**config.mk**
```make
export PLATFORM = sky130hd
export DESIGN_NAME = hcq_div
export DESIGN_NICKNAME = d
export VERILOG_FILES = /design/src/rtl/hcq_pkg.sv /design/src/rtl/hcq_div.sv
export SDC_FILE = /design/constraint.sdc
export NUM_CORES = 1
export LEC_CHECK = 0
export BUFFER_PORTS_ARGS = -buffer_cell sky130_fd_sc_hd__buf_2
export CAP_MARGIN = 10
export CORE_ASPECT_RATIO = 1.1
export CORE_UTILIZATION = 30
export DETAILED_ROUTE_END_ITERATION = 6
export PLACE_DENSITY = 0.53
export REMOVE_ABC_BUFFERS = 1
export SLEW_MARGIN = 20
export SYNTH_ARGS = -nofsm -noshare
export SYNTH_HDL_FRONTEND = slang
export SYNTH_SLANG_ARGS = --single-unit
```
**constraint.sdc**
```tcl
create_clock -name clk -period 1.8 [get_ports clk]
set_input_delay 0.09 -clock clk [delete_from_list [all_inputs] [get_ports clk]]
set_output_delay 0.09 -clock clk [all_outputs]
set_load 0.005 [all_outputs]
```
**src/rtl/hcq_pkg.sv**
```systemverilog
// Package for the hierarchical calendar queue scheduler.
// Holds the word types, status, level and register codes shared by all files.
// No dependencies.
`timescale 1ns / 1ps
`default_nettype none
package hcq_pkg;

    typedef struct packed {
        logic        kind;
        logic [5:0]  flow_id;
        logic [15:0] packet_tag;
    } in_word_t;

    typedef struct packed {
        logic [1:0]  status;
        logic [15:0] out_tag;
        logic [31:0] round_now;
    } out_word_t;

    localparam logic KIND_ENQ = 1'b0;

    localparam logic [1:0] STAT_QUEUED   = 2'd0;
    localparam logic [1:0] STAT_DROPPED  = 2'd1;
    localparam logic [1:0] STAT_DEQUEUED = 2'd2;
    localparam logic [1:0] STAT_EMPTY    = 2'd3;

    localparam logic [1:0] LV_A   = 2'd0;
    localparam logic [1:0] LV_B   = 2'd1;
    localparam logic [1:0] LV_ONE = 2'd2;
    localparam logic [1:0] LV_DEC = 2'd3;

    localparam logic [2:0] CFG_BURST = 3'd0;
    localparam logic [2:0] CFG_W0    = 3'd1;
    localparam logic [2:0] CFG_W1    = 3'd2;
    localparam logic [2:0] CFG_W2    = 3'd3;
    localparam logic [2:0] CFG_W3    = 3'd4;

    // Numerator width of the shared divider.
    localparam int DIV_NUM_W = 17;

endpackage
`default_nettype wire

```
**src/rtl/hcq_div.sv**
```systemverilog
// Shared restoring divider: one quotient bit per cycle.
// Depends on hcq_pkg for the numerator width.
`timescale 1ns / 1ps
`default_nettype none
module hcq_div
    import hcq_pkg::*;
#(
    parameter int DW = 4
) (
    input  wire logic                 clk,
    input  wire logic                 rst_n,
    input  wire logic                 start,
    input  wire logic [DIV_NUM_W-1:0] num,
    input  wire logic [DW-1:0]        den,
    output logic                      done,
    output logic [DIV_NUM_W-1:0]      quo
);
    localparam int KW = $clog2(DIV_NUM_W);

    logic                 busy_reg, busy_next;
    logic                 done_reg, done_next;
    logic [KW-1:0]        step_reg, step_next;
    logic [DIV_NUM_W-1:0] quo_reg, quo_next;
    logic [DW-1:0]        rem_reg, rem_next;
    logic [DW-1:0]        den_reg, den_next;
    logic [DW:0]          trial;

    always_comb
    begin
        busy_next = busy_reg;
        done_next = 1'b0;
        step_next = step_reg;
        quo_next  = quo_reg;
        rem_next  = rem_reg;
        den_next  = den_reg;
        trial     = {rem_reg, quo_reg[DIV_NUM_W-1]};
        if (start)
        begin
            busy_next = 1'b1;
            step_next = '0;
            quo_next  = num;
            rem_next  = '0;
            den_next  = den;
        end
        else if (busy_reg)
        begin
            if (trial >= {1'b0, den_reg})
            begin
                rem_next = DW'(trial - {1'b0, den_reg});
                quo_next = {quo_reg[DIV_NUM_W-2:0], 1'b1};
            end
            else
            begin
                rem_next = DW'(trial);
                quo_next = {quo_reg[DIV_NUM_W-2:0], 1'b0};
            end
            step_next = KW'(32'(step_reg) + 1);
            if (32'(step_reg) == DIV_NUM_W - 1)
            begin
                busy_next = 1'b0;
                done_next = 1'b1;
            end
        end
    end

    always_ff @(posedge clk or negedge rst_n)
    begin
        if (!rst_n)
        begin
            busy_reg <= 1'b0;
            done_reg <= 1'b0;
            step_reg <= '0;
        end
        else
        begin
            busy_reg <= busy_next;
            done_reg <= done_next;
            step_reg <= step_next;
        end
    end

    always_ff @(posedge clk)
    begin
        quo_reg <= quo_next;
        rem_reg <= rem_next;
        den_reg <= den_next;
    end

    assign done = done_reg;
    assign quo  = quo_reg;

endmodule
`default_nettype wire

```
# == Yosys cells after proc, flatten, opt, wreduce, memory -nomap -nowiden ==
# Cells that the tools add are included.
# classes
add_sub_neg,2
eq_ne,1
n_reduce_logical,1
n_mux,12
magnitude_cmp,1
# op_table
operator,count
2-to-1 mux 17 bit,2
2-to-1 mux 5 bit,2
2-to-1 mux 1 bit,7
"adder 5 x 1 -> 5 bit, second input constant",1
"equality test 5 bit, second input constant",1
greater-or-equal comparator 5 x 4 -> 1 bit,1
2-to-1 mux 4 bit,1
subtractor 4 bit,1
nonzero test 2 bit,1
# totals
ff_bits,32
out_inout_bits,18
elab_cells,23

# == Longest topological paths before layout ==
# Gate-level depths: netlist of run 1.
# logic_depth
word_depth,4
depth_mapped,6
mapped_depth_nobuf,6

# == Worst setup path before layout of run 1 ==
# No wires, ideal clock.
# synth_timing
path_type,register to register
startpoint,register den_reg[1]
endpoint,register quo_reg[0] (netlist: quo[0]) (data pin)
required_time_ns,1.540
path_buffers,0
arrival_time_ns,1.553
setup_time_ns,0.260
synth_period_minus_slack_ns,1.813
setup_slack_ns,-0.013
path_stages_with_launch,7
cell_sequence,edfxtp_1 inv_1 ha_1 nor2b_1 o221a_4 or2_4 mux2_2
# synth_between
elab_chain_cells,4
# synth_lines
item,line,text
from (decl),hcq_div.sv:25,"logic [DW-1:0] den_reg, den_next;"
from (signal assigned),hcq_div.sv:86,den_reg <= den_next;
greater-or-equal comparator 5 x 4 -> 1 bit,hcq_div.sv:47,"if (trial >= {1'b0, den_reg})"
2-to-1 mux 1 bit,hcq_div.sv:47,
2-to-1 mux 17 bit,hcq_div.sv:45,else if (busy_reg)
2-to-1 mux 17 bit,hcq_div.sv:37,if (start)
via quo_next[0],hcq_div.sv:23,"logic [DIV_NUM_W-1:0] quo_reg, quo_next;"
to (signal assigned),hcq_div.sv:84,quo_reg <= quo_next;
to (decl),hcq_div.sv:23,
# The timed path passes the listed nets, and every way through them passes these cells. The select of a mux whose other input is x is not followed.
# A chain may end at the register's enable or synchronous reset.

# == Worst setup path after layout of run 1 ==
# layout_timing
startpoint,register rem_reg[1]
endpoint,register quo_reg[0] (netlist: quo[0]) (data pin)
# layout_between
elab_chain_cells,4
# layout_lines
item,line,text
from (decl),hcq_div.sv:24,"logic [DW-1:0] rem_reg, rem_next;"
from (signal assigned),hcq_div.sv:85,rem_reg <= rem_next;
greater-or-equal comparator 5 x 4 -> 1 bit,hcq_div.sv:47,
2-to-1 mux 1 bit,hcq_div.sv:47,
2-to-1 mux 17 bit,hcq_div.sv:45,
2-to-1 mux 17 bit,hcq_div.sv:37,
via quo_next[0],hcq_div.sv:23,
# The timed path passes the listed nets, and every way through them passes these cells. The select of a mux whose other input is x is not followed.

==> metrics.md, run 1 <==
| Metric | Value |
|---|---|
| Outcome | `finished, final reports clean` |
| CP max-delay cell | `dfxtp_1` |
| Root buffer cell | `clkbuf_8` |
| Syn Inst Count | `111` |
| Peak supply drop | `0.0004527 V` |
| Unrepaired setup endpoints after global routing | `true` |
| DRT iter0 DRCs | `36` |
| Final setup viols | `0` |
| Hold_ws | `114.5 ps` |
| Hold Violations, Final | `0` |
| Critical path startpoint | `rem_reg[1]$_SDFFE_PP0P_` |
| H-Tree Depth | `2` |
| Vias per cell | `4.671` |
| Pwr Total | `0.002217 W` |
| Total wire length | `3100 um` |
| DR vias | `1,051` |
| Main flop type after synthesis | `edfxtp_1` |
| Power Density | `1093 nW/um2` |
| Final period utilization | `98.93%` |
| FF-to-FF Start | `rem_reg[1]$_SDFFE_PP0P_` |
| CTS Buf Count | `5` |
| Distinct cell type count of the synthesized netlist | `30` |
| Hold Crit Class | `in -> reg` |
| Max-slew violation count | `0` |
| # DRC | `0` |
| Largest register FFs | `17` |
| Yosys Warn Count | `0` |
| Max incr delay on CP | `350 ps` |
| Largest net degree at the start of global routing | `19` |
| Crit. End Element | `flip-flop` |
| Gr ovfl total | `0` |
| Min-delay src | `num[9]` |
| Most frequent cells in the layout | `41 x buf_2, 21 x edfxtp_1, 17 x mux2_2` |
| Final worst slack | `19.31 ps` |
| Worst rel slew slack | `69.03%` |
| EDFF count, synth | `21` |
| Wirelength per Cell | `13.78 um` |
| Clock Tree Buf Depth | `2` |
| Full die area | `5322 um2` |
| Die height | `76.42 um` |
| ANT cells | `0` |
| Achievable Freq | `561.6 MHz` |
| Worst slew pin tran | `464.6 ps` |
| Core Region | `4750 um2` |
| First-pass GRT wire length | `5043 um` |
| # rows | `26` |
| Initial antenna violation count | `0` |
| Asr flop ratio synth | `21.88%` |
| Clock transition at the registers of the reported paths | `70 ps` |
| Syn Area/Cell | `13.61 um2` |
| #FFs+latches synth | `32` |
| Overall Global Routing Usage | `12.04%` |
| Routed Antenna Nets | `0` |
| Post-DP HPWL | `2206 um` |
| Layout cells sized above 1 | `52.07%` |
| Fillers | `461` |
| CTS tree | `done` |
| # IOs | `42` |
| Final Core Density | `42.70%` |
| Tmin final | `1781 ps` |
| Critical Path RT | `1830 ps` |
| Syn-to-layout area delta | `34.30%` |
| Crit-path max FO | `3` |
| Critical path data arrival time | `1810 ps` |
| Setup Crit Path Kind | `reg -> reg` |
| Pre-CTS setup slack | `-13.16 ps` |
| Most common cell after layout, fill and taps aside | `buf_2` |
| Synth Cell Area | `1510 um2` |
| CTS sink cnt | `32` |
| Die X | `69.65 um` |
| Port Buffer Count | `41` |
| Nets@finish | `199` |
| Cell-by-cell trace of the critical path | `ha_1, or2_1, o221a_4, or2_4, mux2_2` |
| Critical Path Start Type | `flip-flop` |
| Vias in the first global route | `1,076` |
| Clock skew | `4.223 ps` |
| DRT Pass-1 Iters | `4` |
| Max Cap Violations | `0` |
| Clk_lat worst skew | `280 ps` |
| Pleak | `0.8926 nW` |
| Initial Utilization | `31.80%` |
| Routability congestion estimate from global placement | `0.8048` |
| Seq/Total Area, Yosys | `58.66%` |
[power breakdown]
part,switching [W],internal (W)
registers,0.0000764,0.000905
clock network,0.000258,0.000305
logic,0.000294,0.000378
[kinds of logic after synthesis]
logic type,count (synthesis),share of synthesized area (%)
flip-flops,32,58.66
AND/OR/NAND/NOR,25,9.197
multiplexers,18,13.34
AO/OA/AOI/OAI,12,6.628
buffers and inverters,12,2.982
adder cells (fa/ha/maj),7,6.297
XOR/XNOR,5,2.900
[repair_timing]
action,4_1_cts,5_1_grt
hold buffers,5,0
setup endpoints to repair,3,4
gates resized for setup,3,7
setup buffers,0,1
endpoints found under the hold margin,11,0
pin swaps,0,3
[critical path: cells and delay by family (launching register included)]
kind | cells | cell delay, ps
multiplexers | 1 | 250
adder cells (fa/ha/maj) | 1 | 220
AO/OA/AOI/OAI | 1 | 230
AND/OR/NAND/NOR | 2 | 490
flip-flops | 1 | 350
[metrics by stage]
| stage | instance area, um2 | TNS [ps] | instances |
|---|---|---|---|
| floorplan | 1495 | -12.77 | 107 |
| global placement | 1823 | 0 | 211 |
| detailed placement | 1823 | -13.16 | 211 |
| CTS | 1986 | 0 | 224 |
| global route | 2028 | -13.63 | 225 |
| finish | 2028 | 0 | 225 |
[path summary, 6_finish.rpt]
path                                      endpoint  slack, ps  cells after the start
setup / recovery                  quo[0]$_DFFE_PP_         20                      5
hold / removal                    quo[9]$_DFFE_PP_        110                      2
setup reg to reg                  quo[0]$_DFFE_PP_         20                      5
hold reg to reg            rem_reg[3]$_SDFFE_PP0P_        470                      2
max in group asynchronous  step_reg[3]$_DFFE_PN0P_       1470                      2
min in group asynchronous  step_reg[0]$_DFFE_PN0P_        170                      2
[layer usage]
layer,GRT usage (%),vias to the layer above,wire length (um),share of wire [%]
met2,19.51,39,1457,47
li1,-,520,-,-
met1,14.77,490,1423,46
met4,3.800,0,21,0.68
met3,4.630,2,197,6.4
met5,0,-,0,0
[synthesized netlist by cell type (all sizes together), types with 3 or more instances]
cell,instances,area [um2]
dfrtp,7,175.2
nor2,8,30.03
nand2,3,11.26
nand4,3,18.77
ha,6,75.07
inv,8,30.03
mux2,17,191.4
xor2,4,35.03
clkbuf,4,15.01
or2,3,21.28
nor2b,3,18.77
dfxtp,4,80.08
edfxtp,21,630.6
[cell type report]
class	instances	area (um2)	area share (%)
multi-input cells	67	634.4	31.28
repair buffers	54	315.3	15.55
inverters	8	30.03	1.481
flip-flops and latches	32	885.9	43.68
clock buffers	6	82.58	4.072
clock inverters	2	10.01	0.4935
well taps	56	70.07	3.455
Power figures use the tool's default switching activity.
==> run 2: changes to the inputs <==
Settings changed: PLACE_DENSITY 0.53 to 0.65.
==> run 2 against run 1 <==
- flip-flop and latch count is the same
- final area down 0.12%
- maximum frequency rose by 0.22%
- combinational power is 3% lower
- core utilization shrank 0.053 points
- clock skew up 2.0 ps
- sequential power is 1% lower
- cell count increased by 0.89%
- global-route usage decreased by 0.73 points
- critical path depth increased by 1
- power decreased by 2.2%
- via count is 0.86% lower
- largest cell class unchanged
==> metrics.md, run 2 (synthesis results as in run 1) <==
| Metric | Value |
|---|---|
| Outcome | `finished, final reports clean` |
| RR Endpoint | `quo[0]$_DFFE_PP_` |
| Final Core Density | `42.65%` |
| Pre-CTS setup slack | `5.092 ps` |
| Syn-to-layout area delta | `34.13%` |
| Clock transition at the registers of the reported paths | `70 ps` |
| Port Buffer Count | `41` |
| Routed Antenna Nets | `0` |
| Hold Violations, Final | `0` |
| Worst hold stages | `2` |
| Register-to-Register Path Depth | `6` |
| Final worst slack | `23.15 ps` |
| Critical Path RT | `1830 ps` |
| Critical path data arrival time | `1810 ps` |
| DRT iter0 DRCs | `5` |
| Min-delay src | `num[5]` |
| Root buffer cell | `clkbuf_8` |
| H-Tree Depth | `2` |
| Routability congestion estimate from global placement | `0.8029` |
| Die height | `76.42 um` |
| Wirelength per Cell | `12.41 um` |
| Clk_lat worst skew | `280 ps` |
| Initial Utilization | `31.80%` |
| CP max-delay cell | `edfxtp_1` |
| Cell-by-cell trace of the critical path | `inv_2, ha_4, nor2b_4, o221a_4, or2_4, mux2_2` |
| DRT Pass-1 Iters | `4` |
| Hold endpoint | `quo[5]$_DFFE_PP_` |
| Final period utilization | `98.71%` |
| Setup Crit Path Kind | `reg -> reg` |
| Hold Crit Class | `in -> reg` |
| Die X | `69.65 um` |
| Pleak | `0.8934 nW` |
| Clock skew | `6.263 ps` |
| Largest register FFs | `17` |
| Nets@finish | `201` |
| Max-slew violation count | `0` |
| Crit. End Element | `flip-flop` |
| First-pass GRT wire length | `4740 um` |
| Gr ovfl total | `0` |
| Achievable Freq | `562.8 MHz` |
| Vias in the first global route | `1,019` |
| CTS sink cnt | `32` |
| Tmin final | `1777 ps` |
| DR vias | `1,042` |
| Critical Path Start Type | `flip-flop` |
| R2R Setup Slk | `20 ps` |
| Post-DP HPWL | `2052 um` |
| Power Density | `1070 nW/um2` |
| Largest net degree at the start of global routing | `19` |
| Worst slew pin tran | `409.5 ps` |
| Unrepaired setup endpoints after global routing | `true` |
| Most frequent cells in the layout | `41 x buf_2, 21 x edfxtp_1, 17 x mux2_2` |
| Layout cells sized above 1 | `51.46%` |
| Most common cell after layout, fill and taps aside | `buf_2` |
| Full die area | `5322 um2` |
| Initial antenna violation count | `0` |
| # DRC | `0` |
| # rows | `26` |
| Pwr Total | `0.002167 W` |
| Max incr delay on CP | `400 ps` |
| CTS Buf Count | `5` |
| Total wire length | `2816 um` |
| Postcts setup bufs | `0` |
| CTS tree | `done` |
| Worst rel slew slack | `72.70%` |
| # IOs | `42` |
| Placed cells | `214` |
| Vias per cell | `4.590` |
| Core Region | `4750 um2` |
| Max Cap Violations | `0` |
| Final setup viols | `0` |
| ANT cells | `0` |
| Clock Tree Buf Depth | `2` |
| FF-to-FF Start | `den_reg[1]$_DFFE_PP_` |
| Crit-path max FO | `2` |
| Overall Global Routing Usage | `11.32%` |
| Non-filler cells, final | `227` |
| Peak supply drop | `0.0006366 V` |
| Hold_ws | `100.8 ps` |
[run 2: changes by cell type in the layout (fill, tap and decap cells not counted), sizes merged]
cell,change
clkbuf,-1
clkinv,+1
buf,+2
[run 2: routing by layer]
metal  track usage [%]  vias to the layer above  part of all wire, %
met1             14.15                      477                   47
met3             4.630                        4                  8.4
met4             4.800                        0                  1.1
met2             17.18                       39                   44
met5                 0                        -                    0
li1                  -                      522                    -
[run 2: how the worst max path moves through the flow]
| stage | slack, ps | endpoint | startpoint |
|---|---|---|---|
| after global routing | -30 | quo[0]$_DFFE_PP_ | den_reg[1]$_DFFE_PP_ |
| after detailed placement | 5 | rem_reg[1]$_SDFFE_PP0P_ | den_reg[1]$_DFFE_PP_ |
| after CTS | 9 | quo[0]$_DFFE_PP_ | den_reg[1]$_DFFE_PP_ |
| after floorplan | -10 | quo[0]$_DFFE_PP_ | den_reg[1]$_DFFE_PP_ |
| after global placement | 30 | quo[0]$_DFFE_PP_ | den_reg[1]$_DFFE_PP_ |
| final | 20 | quo[0]$_DFFE_PP_ | den_reg[1]$_DFFE_PP_ |
[run 2: what timing repair did]
item,CTS,global route
setup endpoints to repair,2,4
hold buffers,5,0
gates resized for setup,2,6
endpoints found under the hold margin,11,0
pin swaps,0,2
[run 2: cell type report]
type / count / area (um2)
inverter: 8 / 30.03
sequential: 32 / 885.9
fill: 446 / 2724
multi-input combinational: 67 / 621.8
timing repair buffer: 56 / 330.3
tap: 56 / 70.07
clock inverter: 3 / 18.77
clock buffer: 5 / 68.82
[run 2: metrics by stage]
| stage | setup TNS [ps] | area (um2) |
|---|---|---|
| final | 0 | 2026 |
| after global placement | 0 | 1846 |
| after CTS | 0 | 1991 |
| after detailed placement | 0 | 1846 |
| after global routing | -38.11 | 2026 |
| after floorplan | -12.77 | 1495 |
[run 2: critical path, delay by kind of cell (launching register included)]
| kind | cells | cell delay, ps |
|---|---|---|
| compound gates | 1 | 240 |
| fa+ha+maj | 1 | 190 |
| buf+inv | 1 | 80 |
| flops | 1 | 400 |
| mux | 1 | 270 |
| simple gates | 2 | 350 |
[run 2: power breakdown]
group	leakage (nW)	internal, W	total, W	switching, W
clock network	0.0479	0.000269	0.000543	0.000274
registers	0.343	0.000905	0.000972	0.0000666
logic	0.503	0.000372	0.000653	0.000281
==> run 3: changes to the inputs <==
Settings changed: CELL_PAD_IN_SITES_DETAIL_PLACEMENT set to 1, CELL_PAD_IN_SITES_GLOBAL_PLACEMENT set to 2, GPL_ROUTABILITY_DRIVEN set to 0, PLACE_DENSITY 0.65 to 0.85.
==> run 3 against run 2 <==
- setup slack got worse by 47 ps
- cell count is 0.88% higher
- routed wire length is 26% higher
- via count rose by 4.7%
- power grew 1.8%
- core utilization rose by 0.16 points
- critical path type unchanged
- count of clock-buffer cells in the layout is 1 higher
- maximum frequency is 2.6% lower
- sequential power rose by 1%
- the run now ends with setup timing left
- die area unchanged
==> metrics.md, run 3 (synthesis results as in run 1) <==
| Metric | Value |
|---|---|
| Outcome | `finished with violations` |
| Violated checks | `setup timing` |
| Max Cap Violations | `0` |
| Initial antenna violation count | `0` |
| Critical path startpoint | `quo[16]$_DFFE_PP_` |
| Most frequent cells in the layout | `41 x buf_2, 21 x edfxtp_1, 17 x mux2_2` |
| CP Capture Point | `quo[0]$_DFFE_PP_` |
| CTS sink cnt | `32` |
| Post-DP HPWL | `2503 um` |
| Hold Violations, Final | `0` |
| Tmin final | `1824 ps` |
| Clock Tree Buf Depth | `2` |
| Nets@finish | `203` |
| Syn-to-layout area delta | `34.63%` |
| ANT cells | `0` |
| Largest net degree at the start of global routing | `19` |
| Critical Path RT | `1840 ps` |
| CTS Buf Count | `5` |
| DRT Pass-1 Iters | `3` |
| Critical path data arrival time | `1860 ps` |
| Clock transition at the registers of the reported paths | `70 ps` |
| Placed cells | `212` |
| # IOs | `42` |
| Largest register FFs | `17` |
| Critical Path Start Type | `flip-flop` |
| Layout cells sized above 1 | `51.45%` |
| Root buffer cell | `clkbuf_8` |
| Total wire length | `3540 um` |
| Peak supply drop | `0.0006226 V` |
| Vias per cell | `4.764` |
| Routed Antenna Nets | `0` |
| Setup TNS | `-38.63 ps` |
| Crit. End Element | `flip-flop` |
| Placed cell area | `1831 um2` |
| Initial Utilization | `31.80%` |
| RR Endpoint | `quo[0]$_DFFE_PP_` |
| Clock skew | `9.043 ps` |
| Max-slew violation count | `0` |
| Full die area | `5322 um2` |
| Worst slew pin tran | `431.9 ps` |
| Worst rel slew slack | `71.21%` |
| CTS tree | `done` |
| Die height | `76.42 um` |
| Gr ovfl total | `0` |
| Achievable Freq | `548.3 MHz` |
| Most common cell after layout, fill and taps aside | `buf_2` |
| Fillers | `522` |
| Die X | `69.65 um` |
| First-pass GRT wire length | `5658 um` |
| Hold Crit Class | `in -> reg` |
| R2R Setup Slk | `-20 ps` |
| H-Tree Depth | `2` |
| Core Region | `4750 um2` |
| Register-to-Register Path Depth | `6` |
| Register area | `885.9 um2` |
| Vias in the first global route | `1,176` |
| Unrepaired setup endpoints after global routing | `true` |
| Final worst slack | `-23.96 ps` |
| DR vias | `1,091` |
| Design Area, Final | `2033 um2` |
| Non-filler cells, final | `229` |
| Overall Global Routing Usage | `13.97%` |
| Crit-path max FO | `3` |
| Multi-input gate area | `613.1 um2` |
| Wirelength per Cell | `15.46 um` |
| # rows | `26` |
| FF-to-FF Start | `quo[16]$_DFFE_PP_` |
| Pleak | `0.8921 nW` |
| Final period utilization | `101.3%` |
| Setup Crit Path Kind | `reg -> reg` |
| Final setup viols | `2` |
| Clk_lat worst skew | `290 ps` |
| Port Buffer Count | `41` |
| Hold_ws | `96.74 ps` |
| Power Density | `1085 nW/um2` |
| DRT iter0 DRCs | `11` |
| # DRC | `0` |
run 3: power breakdown:
part | switching (W) | total, W | internal [W] | leakage [nW]
logic | 0.000288 | 0.000665 | 0.000376 | 0.508
clock network | 0.000283 | 0.000557 | 0.000275 | 0.0414
registers | 0.0000788 | 0.000984 | 0.000905 | 0.343
total | 0.000650 | 0.00221 | 0.00156 | 0.892
run 3: through the flow:
| stage | worst slack (ps) | utilization [%] | total power (W) |
|---|---|---|---|
| after detailed placement | -76.44 | 38.54 | 0.001583 |
| final | -23.96 | 42.81 | 0.002206 |
| after global placement | 26.09 | 38.54 | 0.001535 |
| after CTS | -5.365 | 42.25 | 0.002202 |
| after global routing | -96.33 | 42.81 | 0.002327 |
| after floorplan | -12.77 | - | 0.001309 |
run 3: what timing repair did:
item / 4_1_cts / 5_1_grt
setup buffers: 2 / 2
resized for setup: 5 / 3
endpoints found under the hold margin: 11 / 0
setup endpoints to repair: 4 / 4
pin swaps: 2 / 1
hold buffers: 5 / 0
run 3: how the worst min path moves through the flow:
stage               startpoint            endpoint  slack [ps]  cells past startpoint
global placement         rst_n      done$_DFF_PN0_         -70                      1
detailed placement       rst_n      done$_DFF_PN0_         -60                      1
finish                  num[4]    quo[4]$_DFFE_PP_         100                      2
global route           num[15]   quo[15]$_DFFE_PP_          90                      2
CTS                     num[4]    quo[4]$_DFFE_PP_          90                      2
floorplan                rst_n  busy_reg$_DFF_PN0_        -210                      0
run 3: routing by layer:
layer  track usage, %  vias up  routed length, um
met3            4.762        7                208
met4            6.600        0                 61
met2            24.47       40               1818
li1                 -      525                  -
met1            15.00      519               1451
met5                0        -                  0
run 3: worst max-delay path: stages (launching register included):
cell	delay, ps
edfxtp_1	420
inv_1	120
ha_2	240
nor2b_4	60
o221a_4	240
or2_4	230
mux2_2	270
run 3: area by class of cell:
type | count | share of cell area [%]
clock inverter | 2 | 0.8000
tap | 56 | 3.446
clock buffer | 6 | 3.569
inverter | 8 | 1.477
multi-input combinational | 67 | 30.15
sequential | 32 | 43.57
timing repair buffer | 58 | 16.98
